`src/rtl/bffpa_pkg.sv`:
```
// Shared types and constants of the bitmap first-fit page allocator.
`timescale 1ns / 1ps

package bffpa_pkg;

   // Field widths of the request and response items.
   localparam int OP_W     = 1;
   localparam int COUNT_W  = 13;
   localparam int START_W  = 12;
   localparam int STATUS_W = 2;
   localparam int FIRST_W  = 12;

   // The bitmap is held as slices of eight page bits, one slice per memory word.
   localparam int SLICE_W    = 8;
   localparam int SLICE_BITS = 3;

   // Wide enough to hold any map size up to and including 65536 pages.
   localparam int SIZE_W = 17;

   typedef enum logic [OP_W-1:0] {
      OP_ALLOC = 1'b0,
      OP_FREE  = 1'b1
   } op_type;

   typedef enum logic [STATUS_W-1:0] {
      ST_OK       = 2'd0,
      ST_NO_SPACE = 2'd1,
      ST_BAD_FREE = 2'd2
   } status_type;

   typedef enum logic [2:0] {
      S_INIT,
      S_IDLE,
      S_SCAN,
      S_CHECK,
      S_SET,
      S_CLEAR,
      S_RESULT
   } fsm_state_type;

   // Outcome of scanning one slice for the end of a free run.
   typedef struct packed {
      logic                  hit;
      logic [SLICE_BITS-1:0] pos;
      logic [COUNT_W-1:0]    run;
   } scan_res_type;

endpackage

```
`src/rtl/bffpa_run_scan.sv`:
```
// Run scanner: walks one eight-page slice and finds where a free run reaches its length.
`timescale 1ns / 1ps

module bffpa_run_scan (
   input  logic [bffpa_pkg::SLICE_W-1:0] free_bits,
   input  logic [bffpa_pkg::COUNT_W-1:0] run_in,
   input  logic [bffpa_pkg::COUNT_W-1:0] count,
   output bffpa_pkg::scan_res_type       res
);
   import bffpa_pkg::*;

   // The run length is carried from page to page; the first page at which it
   // equals the requested count is the last page of the lowest fitting run.
   always_comb begin
      logic [COUNT_W-1:0]    run;
      logic                  hit;
      logic [SLICE_BITS-1:0] pos;
      run = run_in;
      hit = 1'b0;
      pos = '0;
      for (int i = 0; i < SLICE_W; i++) begin
         if (free_bits[i]) begin
            run = run + COUNT_W'(1);
         end else begin
            run = '0;
         end
         if (!hit && run == count) begin
            hit = 1'b1;
            pos = SLICE_BITS'(i);
         end
      end
      res.hit = hit;
      res.pos = pos;
      res.run = run;
   end

endmodule

```
`src/rtl/bitmap_first_fit_page_allocator_core.sv`:
```
// Top level of the bitmap first-fit page allocator: sequencer, bitmap memory and result register.
`timescale 1ns / 1ps

// The allocator keeps one used bit per page in a memory of eight-bit slices and
// serves one item at a time. After reset it runs a clearing pass over all
// ceil(PAGE_TOTAL/8) slices, marking only page 0 as used, and accepts no item
// until that pass is over. An allocate item scans the slices from page 0 at one
// slice per cycle through a single run scanner, stops at the first slice where a
// free run of page_count pages ends, and then marks the run in a read-modify-write
// pass of one slice per cycle; a failed allocate walks the whole map. A free item
// makes a check pass over the slices of its range and, only if every page is
// used, a clearing pass over the same slices. Items that are rejected on their
// fields alone go straight to the result state without reading the memory. The
// pace is set by the single eight-bit memory port and the run scanner behind it.
// The result sits in an output register, so a slow consumer holds the block only
// once the next result is ready to be written.
module bitmap_first_fit_page_allocator_core #(
   parameter int PAGE_TOTAL = 4096
) (
   input  logic                           clock,
   input  logic                           reset,
   input  logic                           req_valid,
   output logic                           req_ready,
   input  logic [bffpa_pkg::OP_W-1:0]     req_op,
   input  logic [bffpa_pkg::COUNT_W-1:0]  req_page_count,
   input  logic [bffpa_pkg::START_W-1:0]  req_start_page,
   output logic                           rsp_valid,
   input  logic                           rsp_ready,
   output logic [bffpa_pkg::STATUS_W-1:0] rsp_status,
   output logic [bffpa_pkg::FIRST_W-1:0]  rsp_first_page
);
   import bffpa_pkg::*;

   localparam int NUM_WORDS = (PAGE_TOTAL + SLICE_W - 1) / SLICE_W;
   localparam int WW        = (NUM_WORDS > 1) ? $clog2(NUM_WORDS) : 1;
   localparam int PGW       = WW + SLICE_BITS;
   localparam int EW        = ((PGW > COUNT_W) ? PGW : COUNT_W) + 1;
   localparam int FW        = (PGW > FIRST_W) ? PGW : FIRST_W;

   localparam logic [SIZE_W-1:0] PAGE_TOTAL_L = SIZE_W'(PAGE_TOTAL);
   localparam logic [PGW:0]      PAGE_TOTAL_P = (PGW + 1)'(PAGE_TOTAL);
   localparam logic [WW:0]       NUM_WORDS_C  = (WW + 1)'(NUM_WORDS);
   localparam logic [WW:0]       LAST_ISS     = (WW + 1)'(NUM_WORDS - 1);
   localparam logic [WW-1:0]     LAST_WORD    = WW'(NUM_WORDS - 1);

   // Sequencer state.
   fsm_state_type        state_ff, state_in;
   logic [WW:0]          iss_ff, iss_in;
   logic [COUNT_W-1:0]   run_ff, run_in;
   logic [COUNT_W-1:0]   count_ff, count_in;
   logic [PGW-1:0]       lo_ff, lo_in;
   logic [PGW-1:0]       hi_ff, hi_in;
   logic                 ok_ff, ok_in;
   status_type           res_status_ff, res_status_in;
   logic [FIRST_W-1:0]   res_first_ff, res_first_in;

   // Result register.
   logic                 rsp_valid_ff, rsp_valid_in;
   status_type           rsp_status_ff, rsp_status_in;
   logic [FIRST_W-1:0]   rsp_first_page_ff, rsp_first_page_in;

   // Bitmap memory and its registered read port.
   logic [SLICE_W-1:0]   mem [NUM_WORDS];
   logic                 rd_en;
   logic [WW-1:0]        rd_addr;
   logic                 rd_vld_ff;
   logic [SLICE_W-1:0]   rd_data_ff;
   logic [WW-1:0]        rd_word_ff;
   logic                 wr_en;
   logic [WW-1:0]        wr_addr;
   logic [SLICE_W-1:0]   wr_data;

   // Per-slice helpers.
   logic [WW-1:0]        lo_w, hi_w;
   logic [SLICE_BITS-1:0] lo_b, hi_b;
   logic [SLICE_W-1:0]   in_rng;
   logic [SLICE_W-1:0]   in_map;
   logic [SLICE_W-1:0]   free_bits;
   scan_res_type         scan_res;
   logic [EW-1:0]        end_e, first_e;
   logic [PGW-1:0]       first_pg;
   logic [FW-1:0]        first_fw;
   logic [SIZE_W-1:0]    free_end;
   logic [PGW-1:0]       start_pg;
   logic                 last_word;
   logic                 ok_now;

   assign lo_w = lo_ff[PGW-1:SLICE_BITS];
   assign hi_w = hi_ff[PGW-1:SLICE_BITS];
   assign lo_b = lo_ff[SLICE_BITS-1:0];
   assign hi_b = hi_ff[SLICE_BITS-1:0];
   assign rd_addr = iss_ff[WW-1:0];
   assign last_word = (rd_word_ff == hi_w);

   // Which bits of the slice just read fall inside the current range, and which
   // lie inside the map at all; pages past the end always count as used.
   always_comb begin
      for (int i = 0; i < SLICE_W; i++) begin
         in_rng[i] = ((rd_word_ff > lo_w) || (SLICE_BITS'(i) >= lo_b)) &&
                     ((rd_word_ff < hi_w) || (SLICE_BITS'(i) <= hi_b));
         in_map[i] = ({1'b0, rd_word_ff, SLICE_BITS'(i)} < PAGE_TOTAL_P);
      end
   end

   assign free_bits = ~rd_data_ff & in_map;

   bffpa_run_scan u_run_scan (
      .free_bits (free_bits),
      .run_in    (run_ff),
      .count     (count_ff),
      .res       (scan_res)
   );

   // The run ends at the page where the scanner hit; its first page lies
   // count - 1 pages below.
   assign end_e    = EW'({rd_word_ff, scan_res.pos});
   assign first_e  = end_e + EW'(1) - EW'(count_ff);
   assign first_pg = first_e[PGW-1:0];
   assign first_fw = FW'(first_pg);
   assign free_end = SIZE_W'(req_start_page) + SIZE_W'(req_page_count);
   assign start_pg = PGW'(req_start_page);
   assign ok_now   = ok_ff & (&(rd_data_ff | ~in_rng));

   always_comb begin
      state_in          = state_ff;
      iss_in            = iss_ff;
      run_in            = run_ff;
      count_in          = count_ff;
      lo_in             = lo_ff;
      hi_in             = hi_ff;
      ok_in             = ok_ff;
      res_status_in     = res_status_ff;
      res_first_in      = res_first_ff;
      rsp_valid_in      = rsp_valid_ff & ~rsp_ready;
      rsp_status_in     = rsp_status_ff;
      rsp_first_page_in = rsp_first_page_ff;
      req_ready         = 1'b0;
      rd_en             = 1'b0;
      wr_en             = 1'b0;
      wr_addr           = rd_word_ff;
      wr_data           = rd_data_ff;

      unique case (state_ff)
         S_INIT: begin
            // Clearing pass: every slice is zeroed, page 0 stays reserved.
            wr_en   = 1'b1;
            wr_addr = iss_ff[WW-1:0];
            wr_data = (iss_ff == '0) ? SLICE_W'(1) : '0;
            iss_in  = iss_ff + (WW + 1)'(1);
            if (iss_ff == LAST_ISS) begin
               state_in = S_IDLE;
            end
         end

         S_IDLE: begin
            req_ready = 1'b1;
            if (req_valid) begin
               iss_in       = '0;
               run_in       = '0;
               ok_in        = 1'b1;
               count_in     = req_page_count;
               res_first_in = '0;
               if (req_op == OP_ALLOC) begin
                  if (req_page_count == '0 ||
                      SIZE_W'(req_page_count) > PAGE_TOTAL_L) begin
                     res_status_in = ST_NO_SPACE;
                     state_in      = S_RESULT;
                  end else begin
                     state_in = S_SCAN;
                  end
               end else begin
                  if (req_page_count == '0 || free_end > PAGE_TOTAL_L) begin
                     res_status_in = ST_BAD_FREE;
                     state_in      = S_RESULT;
                  end else begin
                     lo_in    = start_pg;
                     hi_in    = PGW'(free_end - SIZE_W'(1));
                     iss_in   = {1'b0, start_pg[PGW-1:SLICE_BITS]};
                     state_in = S_CHECK;
                  end
               end
            end
         end

         S_SCAN: begin
            // Reads stop as soon as the run is found, so no stale slice
            // follows into the marking pass.
            rd_en = (iss_ff < NUM_WORDS_C) && !(rd_vld_ff && scan_res.hit);
            if (rd_en) begin
               iss_in = iss_ff + (WW + 1)'(1);
            end
            if (rd_vld_ff) begin
               run_in = scan_res.run;
               if (scan_res.hit) begin
                  lo_in        = first_pg;
                  hi_in        = {rd_word_ff, scan_res.pos};
                  iss_in       = {1'b0, first_pg[PGW-1:SLICE_BITS]};
                  res_first_in = first_fw[FIRST_W-1:0];
                  state_in     = S_SET;
               end else if (rd_word_ff == LAST_WORD) begin
                  res_status_in = ST_NO_SPACE;
                  state_in      = S_RESULT;
               end
            end
         end

         S_CHECK: begin
            rd_en = (iss_ff <= {1'b0, hi_w});
            if (rd_en) begin
               iss_in = iss_ff + (WW + 1)'(1);
            end
            if (rd_vld_ff) begin
               ok_in = ok_now;
               if (last_word) begin
                  if (ok_now) begin
                     iss_in   = {1'b0, lo_w};
                     state_in = S_CLEAR;
                  end else begin
                     res_status_in = ST_BAD_FREE;
                     state_in      = S_RESULT;
                  end
               end
            end
         end

         S_SET: begin
            rd_en = (iss_ff <= {1'b0, hi_w});
            if (rd_en) begin
               iss_in = iss_ff + (WW + 1)'(1);
            end
            if (rd_vld_ff) begin
               wr_en   = 1'b1;
               wr_data = rd_data_ff | in_rng;
               if (last_word) begin
                  res_status_in = ST_OK;
                  state_in      = S_RESULT;
               end
            end
         end

         S_CLEAR: begin
            rd_en = (iss_ff <= {1'b0, hi_w});
            if (rd_en) begin
               iss_in = iss_ff + (WW + 1)'(1);
            end
            if (rd_vld_ff) begin
               wr_en   = 1'b1;
               wr_data = rd_data_ff & ~in_rng;
               if (last_word) begin
                  res_status_in = ST_OK;
                  state_in      = S_RESULT;
               end
            end
         end

         S_RESULT: begin
            if (!rsp_valid_ff || rsp_ready) begin
               rsp_valid_in      = 1'b1;
               rsp_status_in     = res_status_ff;
               rsp_first_page_in = res_first_ff;
               state_in          = S_IDLE;
            end
         end
      endcase
   end

   always_ff @(posedge clock) begin
      if (reset) begin
         state_ff     <= S_INIT;
         iss_ff       <= '0;
         rd_vld_ff    <= 1'b0;
         rsp_valid_ff <= 1'b0;
      end else begin
         state_ff     <= state_in;
         iss_ff       <= iss_in;
         rd_vld_ff    <= rd_en;
         rsp_valid_ff <= rsp_valid_in;
      end
   end

   always_ff @(posedge clock) begin
      run_ff            <= run_in;
      count_ff          <= count_in;
      lo_ff             <= lo_in;
      hi_ff             <= hi_in;
      ok_ff             <= ok_in;
      res_status_ff     <= res_status_in;
      res_first_ff      <= res_first_in;
      rsp_status_ff     <= rsp_status_in;
      rsp_first_page_ff <= rsp_first_page_in;
   end

   always_ff @(posedge clock) begin
      if (wr_en) begin
         mem[wr_addr] <= wr_data;
      end
      if (rd_en) begin
         rd_data_ff <= mem[rd_addr];
         rd_word_ff <= rd_addr;
      end
   end

   assign rsp_valid      = rsp_valid_ff;
   assign rsp_status     = rsp_status_ff;
   assign rsp_first_page = rsp_first_page_ff;

   // A slice arrives from memory only while a pass is running to consume it.
   a_read_in_pass: assert property (@(posedge clock) disable iff (reset)
      rd_vld_ff |-> (state_ff == S_SCAN || state_ff == S_CHECK ||
                     state_ff == S_SET || state_ff == S_CLEAR))
      else $error("slice read returned outside a pass");

   // The bitmap is never written while the block waits for or reports an item.
   a_no_idle_write: assert property (@(posedge clock) disable iff (reset)
      wr_en |-> (state_ff != S_IDLE && state_ff != S_RESULT))
      else $error("bitmap written while idle");

   // Marking writes stay within the slices of the found run.
   a_set_in_range: assert property (@(posedge clock) disable iff (reset)
      (wr_en && state_ff == S_SET) |-> (wr_addr >= lo_w && wr_addr <= hi_w))
      else $error("run marking outside its slices");

   // Only a successful allocation reports a non-zero first page.
   a_first_zero: assert property (@(posedge clock) disable iff (reset)
      (rsp_valid_ff && rsp_status_ff != ST_OK) |-> (rsp_first_page_ff == '0))
      else $error("first page set on a failed item");

endmodule
```
`config.mk`:
```
export PLATFORM = sky130hd
export DESIGN_NAME = bitmap_first_fit_page_allocator_core
export DESIGN_NICKNAME = d
export VERILOG_FILES = /design/src/rtl/bffpa_pkg.sv /design/src/rtl/bffpa_run_scan.sv /design/src/rtl/bitmap_first_fit_page_allocator_core.sv
export SDC_FILE = /design/constraint.sdc
export NUM_CORES = 2
export LEC_CHECK = 0
export BUFFER_PORTS_ARGS = -buffer_cell sky130_fd_sc_hd__buf_2
export CAP_MARGIN = 25
export CORE_MARGIN = 3
export CORE_UTILIZATION = 55
export DETAILED_ROUTE_END_ITERATION = 7
export PLACE_DENSITY = 0.8
export SLEW_MARGIN = 20
export SYNTH_ARGS = -nofsm -noshare
export SYNTH_HDL_FRONTEND = slang
export SYNTH_SLANG_ARGS = --single-unit
export TNS_END_PERCENT = 1
```
`constraint.sdc`:
```
create_clock -name clock -period 26 [get_ports clock]
set_input_delay 2.6 -clock clock [delete_from_list [all_inputs] [get_ports clock]]
set_output_delay 2.6 -clock clock [all_outputs]
set_load 0.02 [all_outputs]
```
======== Word-level counts from Yosys, hierarchy flattened ========
Memory sizes are Yosys's and may differ from the RTL's. A register that Yosys moved wholly into a read port is not among the register bits.
Index checks and enable logic that the tools add are counted.
storage, ports and cells
  register bits ........................... 103
  RAM bits ................................ 4096
  output and inout port bits .............. 16
  memories ................................ 1
operators by class
  add/subtract/negate cells ............... 13
  magnitude comparators ................... 22
  equality and inequality tests ........... 34
  mux-type cells .......................... 95
  bitwise gates (word level) .............. 8
  reduce and logical (&&, ||, !) cells .... 64
memory list
  name  words  width  rd ports  clocked after Yosys merged registers in  write ports  line                                        RTL
  mem   512    8      1         1                                        1            bitmap_first_fit_page_allocator_core.sv:63  logic [SLICE_W-1:0] mem [NUM_WORDS];
operators by type and width
  kind                                                                               number
  12-bit 2-to-1 mux                                                                  11
  13-bit 2-to-1 mux                                                                  10
  13-bit by 1-bit adder with 13-bit output, second input constant                    8
  13-bit equality test                                                               8
  10-bit 2-to-1 mux                                                                  8
  12-bit case mux with 2 select lines                                                3
  3-bit 2-to-1 mux                                                                   17
  10-bit case mux with 5 select lines                                                1
  2-bit 2-to-1 mux                                                                   15
  9-bit 2-to-1 mux                                                                   3
  13-bit case mux with 2 select lines                                                1
  2-bit inequality test, second input constant                                       12
  8-bit case mux with 3 select lines                                                 1
  1-bit logical OR                                                                   19
  1-bit 2-to-1 mux                                                                   18
  3-bit case mux with 6 select lines                                                 1
  1-bit logical AND                                                                  17
  8-bit 2-to-1 mux                                                                   2
  8-bit inverter                                                                     2
  8-bit bitwise OR                                                                   2
  12-bit by 13-bit adder with 14-bit output                                          1
  14-bit by 13-bit greater-than comparator with 1-bit output, second input constant  1
  13-bit greater-than comparator, second input constant                              1
  13-bit zero test                                                                   1
  42 further kinds                                                                   73

======== Logic depth before layout (Yosys ltp) ========
  depth after elaboration ................. 32
  depth in mapped cells ................... 48

======== Hierarchy ========
Synthesis repeated with hierarchy kept, for this count alone.
second synthesis, totals
  cells, all modules ...................... 8262
  area total of the unflattened synthesis .. 170905.2 um^2
modules (own cells, without submodules)
  module                                times used  cells each  area each (um^2)  seq. area each (um^2)
  bitmap_first_fit_page_allocator_core  1           7483        165761.5          126181.0
  bffpa_run_scan                        1           779         5143.7            0.0

======== Worst setup path before layout ========
Ideal clock, no wire load.
  kind .................................... register to register
  from .................................... reg rd_word_ff[1]
  to ...................................... mem mem[0][2], data pin
  arrival time ............................ 22557 ps
  path slack .............................. -725 ps
  cell stages (with the launch flop) ...... 17
  path through ............................ edfxtp_1 ha_1 nor2b_1 o21a_1 o21a_1 o21a_1 o21a_1 o21a_1 o21a_1 o21ai_0 nand2b_1 nand2b_1 o22ai_1 or2_2 nor3_1 a21oi_1 o21ai_0
on the way
  cells in the longest elaborated chain, start to end .. 7
  elaborated cells between the ends (all ways) .. 11
  those cells by class .................... 2 x order compare; 3 x mux; 3 x bitwise; 3 x reduce/logical
ends and longest elaborated chain
  element                                                              line                                                                                     RTL
  start: declaration                                                   bitmap_first_fit_page_allocator_core.sv:68                                               logic [WW-1:0] rd_word_ff;
  start signal: assignment                                             bitmap_first_fit_page_allocator_core.sv:299                                              rd_word_ff <= rd_addr;
  9-bit greater-than comparator or 9-bit < comparator (tied branches)  bitmap_first_fit_page_allocator_core.sv:99, bitmap_first_fit_page_allocator_core.sv:100
  1-bit logical OR (on tied branches)                                  bitmap_first_fit_page_allocator_core.sv:99, bitmap_first_fit_page_allocator_core.sv:100
  1-bit logical AND *                                                  bitmap_first_fit_page_allocator_core.sv:99                                               in_rng[i] = ((rd_word_ff > lo_w) || (SLICE_BITS'(i) >= lo_b)) &&
  8-bit inverter                                                       bitmap_first_fit_page_allocator_core.sv:248                                              wr_data = rd_data_ff & ~in_rng;
  8-bit AND                                                            bitmap_first_fit_page_allocator_core.sv:248
  8-bit 2-to-1 mux                                                     bitmap_first_fit_page_allocator_core.sv:246                                              if (rd_vld_ff) begin
  8-bit case mux with 3 select lines *                                 bitmap_first_fit_page_allocator_core.sv:143                                              unique case (state_ff)
  via wr_data[2]                                                       bitmap_first_fit_page_allocator_core.sv:71                                               logic [SLICE_W-1:0] wr_data;
  end: declaration                                                     bitmap_first_fit_page_allocator_core.sv:63
Mark *: on every way through the listed nets, which the timed path passes. The rest lies on a longest branch.

======== Worst setup path after layout ========
  from .................................... reg run_ff[0]
  to ...................................... reg iss_ff[8]
on the way
  cells in the longest elaborated chain, start to end .. 32
  elaborated cells between the ends (all ways) .. 62
  those cells by class .................... 10 x add/sub; 8 x eq/ne; 27 x mux; 17 x reduce/logical
ends and longest elaborated chain
  element                                                                            line                                         RTL
  start: declaration                                                                 bitmap_first_fit_page_allocator_core.sv:49   logic [COUNT_W-1:0] run_ff, run_in;
  start signal: assignment                                                           bitmap_first_fit_page_allocator_core.sv:282  run_ff <= run_in;
  13-bit by 1-bit adder with 13-bit output *                                         bffpa_run_scan.sv:23                         run = run + COUNT_W'(1);
  13-bit 2-to-1 mux *                                                                bffpa_run_scan.sv:22                         if (free_bits[i]) begin
  branches (longest 28 deep; another with 13-bit by 1-bit adder with 13-bit output)  --
  10-bit 2-to-1 mux *                                                                bitmap_first_fit_page_allocator_core.sv:192  if (rd_vld_ff) begin
  10-bit case mux with 5 select lines *                                              bitmap_first_fit_page_allocator_core.sv:143
  end signal: assignment                                                             bitmap_first_fit_page_allocator_core.sv:275  iss_ff <= iss_in;
  end: declaration                                                                   bitmap_first_fit_page_allocator_core.sv:48   logic [WW:0] iss_ff, iss_in;
Every way passes the cells marked *.
A chain may end at the register's enable or synchronous reset.

==> results_dict.tcl <==
set metrics [dict create \
    status "finished, violations left" \
    failed_checks "DRC" \
    synth_nets 8289 \
    globalRouteTotalUtil_pct 31.7 \
    finalSetupViolations 0 \
    dp.cells 11981 \
    avgSynthCellArea_um2 20.9 \
    drive_gt1_share_pct 25.5 \
    max_stage_delay_ns 0.68 \
    root_buffer "clkbuf_16" \
    cts_tree "done" \
    wl_per_cell_um 40.0 \
    synth_top_cell_area_share_pct 73.7 \
    design_area_um2 189000 \
    end_kind "register" \
    path_clk_slew_ns 0.07 \
    finalWorstSetupSlack_ns 14.68 \
    yosysUniqueCellTypes 110 \
    ioPinCount 46 \
    rows 203 \
    hold_path_class "register to register" \
    cts-hold-fix-buffers 0 \
    fin_cells 12756 \
    yosysMostFrequentCell "edfxtp_1" \
    antenna_left 0 \
    hold_viol_final 0 \
    cts_buffers 400 \
    fp.dieArea_um2 317000 \
    max_freq_ghz 0.0883 \
    crit_buf_inv 2 \
    required_ns 26.83 \
    place_hpwl_mm 247 \
    vias_per_cell 7.29 \
    clkLatencyLatePin_ns 0.96 \
    route.detailed.drc 4 \
    slew_violations 0 \
    holdWs_ns 0.437 \
    seq_area_frac_synth_pct 73.9 \
    initial_core_util_pct 55.6 \
    routed_wl_mm 510 \
    cts_sinks 4207 \
    cap_viol_max_count 0 \
    route.top_layer_used "met5" \
    critPathSlowestCell "or4b_2" \
    dieWidth_um 563 \
    power_per_cell_area_nw_per_um2 107 \
    fin_util_pct 61.5 \
    synth_ff_type "edfxtp_1" \
    synth_area_leaders "edfxtp_1 74%, mux4_2 18%, nor2_1 1.6%, clkbuf_1 0.73%, xnor2_1 0.71%" \
    wl_met1_mm 166 \
    syn_area_um2 171000 \
    initialDrtViolationCount 17474 \
    numPortBuffers 45 \
    synth_seq_cells 4207 \
    core-area_um2 307000 \
    vias 93043 \
    async_flop_share_pct 0 \
    synth_top_area_cell "edfxtp_1" \
    path_max_fanout 8 \
    cts.path.max_buffers 4 \
    preCtsSetupSlack_ns 14.82 \
    peakVddDrop_v 0.000214 \
    clock-skew-final_ns 0.0724 \
    fin_crit_ns 11.32 \
    syn_to_final_growth_pct 10.8 \
    cts_max_level 5 \
    fin_crit_sh_pct 43.5 \
    antenna_found_initial 37 \
    gp_congestion 0.885 \
    grt-ovfl-total 0 \
    synthCells 8186 \
    fp.dieH_um 563 \
    grt_max_degree 247 \
    crit_top_cell "ha_1" \
    wl_met2_mm 244 \
    place_area_um2 176000 \
    grt_pass1_wl_mm 717 \
    synthTopCellsByCount "4,192 x edfxtp_1, 1,328 x mux4_2, 742 x nor2_1, 334 x clkbuf_1, 154 x nand2_1" \
    finalNetCount 8404 \
    yosysWarnings 0 \
    cp_data_arrival_time_ns 12.16 \
    grt_pass1_vias 92028 \
    drt_first_pass_iters 8 \
    rsz0062_at_grt "no" \
    synth_edf_count 4192 \
    slew_headroom_pct 16.9 \
    p_leak_nw 57.9 \
    tightest_slew_ns 1.25 \
    cts_setup_buffers 0 \
    critPathTopFamily "simple AND/OR/NAND/NOR gates" \
    tns_ns 0 \
    cts_resized 0 \
    power_mw 20.2 \
    crit_type "register to register" \
    wl_met3_mm 66.6 \
    start_kind "register" \
]
## flip-flops by register name, indices dropped and copies added (netlist names), 8 cells and up
register,cells
iss_ff,10
mem,4096
lo_ff,12
run_ff,13
hi_ff,12
res_first_ff,12
rsp_first_page,12
rd_word_ff,9
count_ff,13
rd_data_ff,8
## logic make-up after synthesis
group / Yosys count / synth area share, %
AO/OA/AOI/OAI: 512 / 2.03
adder cells (fa/ha/maj): 73 / 0.544
AND/OR/NAND/NOR: 1264 / 3.34
buffers and inverters: 552 / 1.23
XOR/XNOR: 182 / 1.02
multiplexers: 1396 / 17.9
flip-flops: 4207 / 73.9
## final cells by class
type	instances	area, µm²
inverter	72	279
clock inverter	253	2310
multi-input combinational	3427	42800
clock buffer	472	10400
antenna	32	80.1
timing repair buffer	193	1950
sequential	4207	126000
fill	19019	118000
tap	4100	5130
## report_power, final
group          switching (mW)  leakage (nW)  internal [mW]
combinational            3.76          12.9           2.26
sequential              0.104          38.8           8.12
clock                    2.77          6.23           3.23
total                    6.64          57.9           13.6
## routing by layer
metal	vias up	GRT usage [%]
met2	9027	49.6
li1	34369	-
met4	34	15.8
met3	1803	7.66
met5	-	0
met1	47810	42.2
## final timing paths
kind | start | endpoint | slack, ns | depth (start not counted)
max reg2reg | run_ff[0]$_SDFFCE_PN0P_ | iss_ff[8]$_SDFFE_PP0P_ | 14.68 | 42
min reg2reg | res_status_ff[1]$_DFFE_PP_ | rsp_status[1]$_DFFE_PP_ | 0.44 | 0
min | res_status_ff[1]$_DFFE_PP_ | rsp_status[1]$_DFFE_PP_ | 0.44 | 0
max | run_ff[0]$_SDFFCE_PN0P_ | iss_ff[8]$_SDFFE_PP0P_ | 14.68 | 42
## cells in the final DEF, fill, tap and decap left out, types with 24 or more instances in the layout
| master | instances |
|---|---|
| diode_2 | 32 |
| clkinv_1 | 101 |
| buf_4 | 97 |
| o21ai_0 | 101 |
| nand3_1 | 59 |
| a21oi_1 | 123 |
| nor4_1 | 28 |
| mux4_2 | 1328 |
| clkinv_2 | 84 |
| bufinv_16 | 35 |
| and2_1 | 24 |
| xor2_1 | 30 |
| nor3_1 | 59 |
| edfxtp_1 | 4192 |
| clkbuf_16 | 407 |
| clkbuf_1 | 65 |
| ha_1 | 71 |
| nor2b_1 | 29 |
| inv_1 | 59 |
| mux2i_1 | 51 |
| xnor2_1 | 138 |
| nor2_1 | 740 |
| nand4_1 | 33 |
| nand2_1 | 141 |
| a31oi_1 | 26 |
| buf_2 | 46 |
## worst reg2reg max path, delay by kind of cell, from the launching register on
kind	cells	cell delay (ns)
flip-flops	1	0.51
adder cells (fa/ha/maj)	9	2.91
buffers and inverters	2	0.12
multiplexers	2	0.61
AND/OR/NAND/NOR	14	4.31
XOR/XNOR	2	0.29
AO/OA/AOI/OAI	13	2.48
Note: power is estimated with default switching activity, not from simulation.
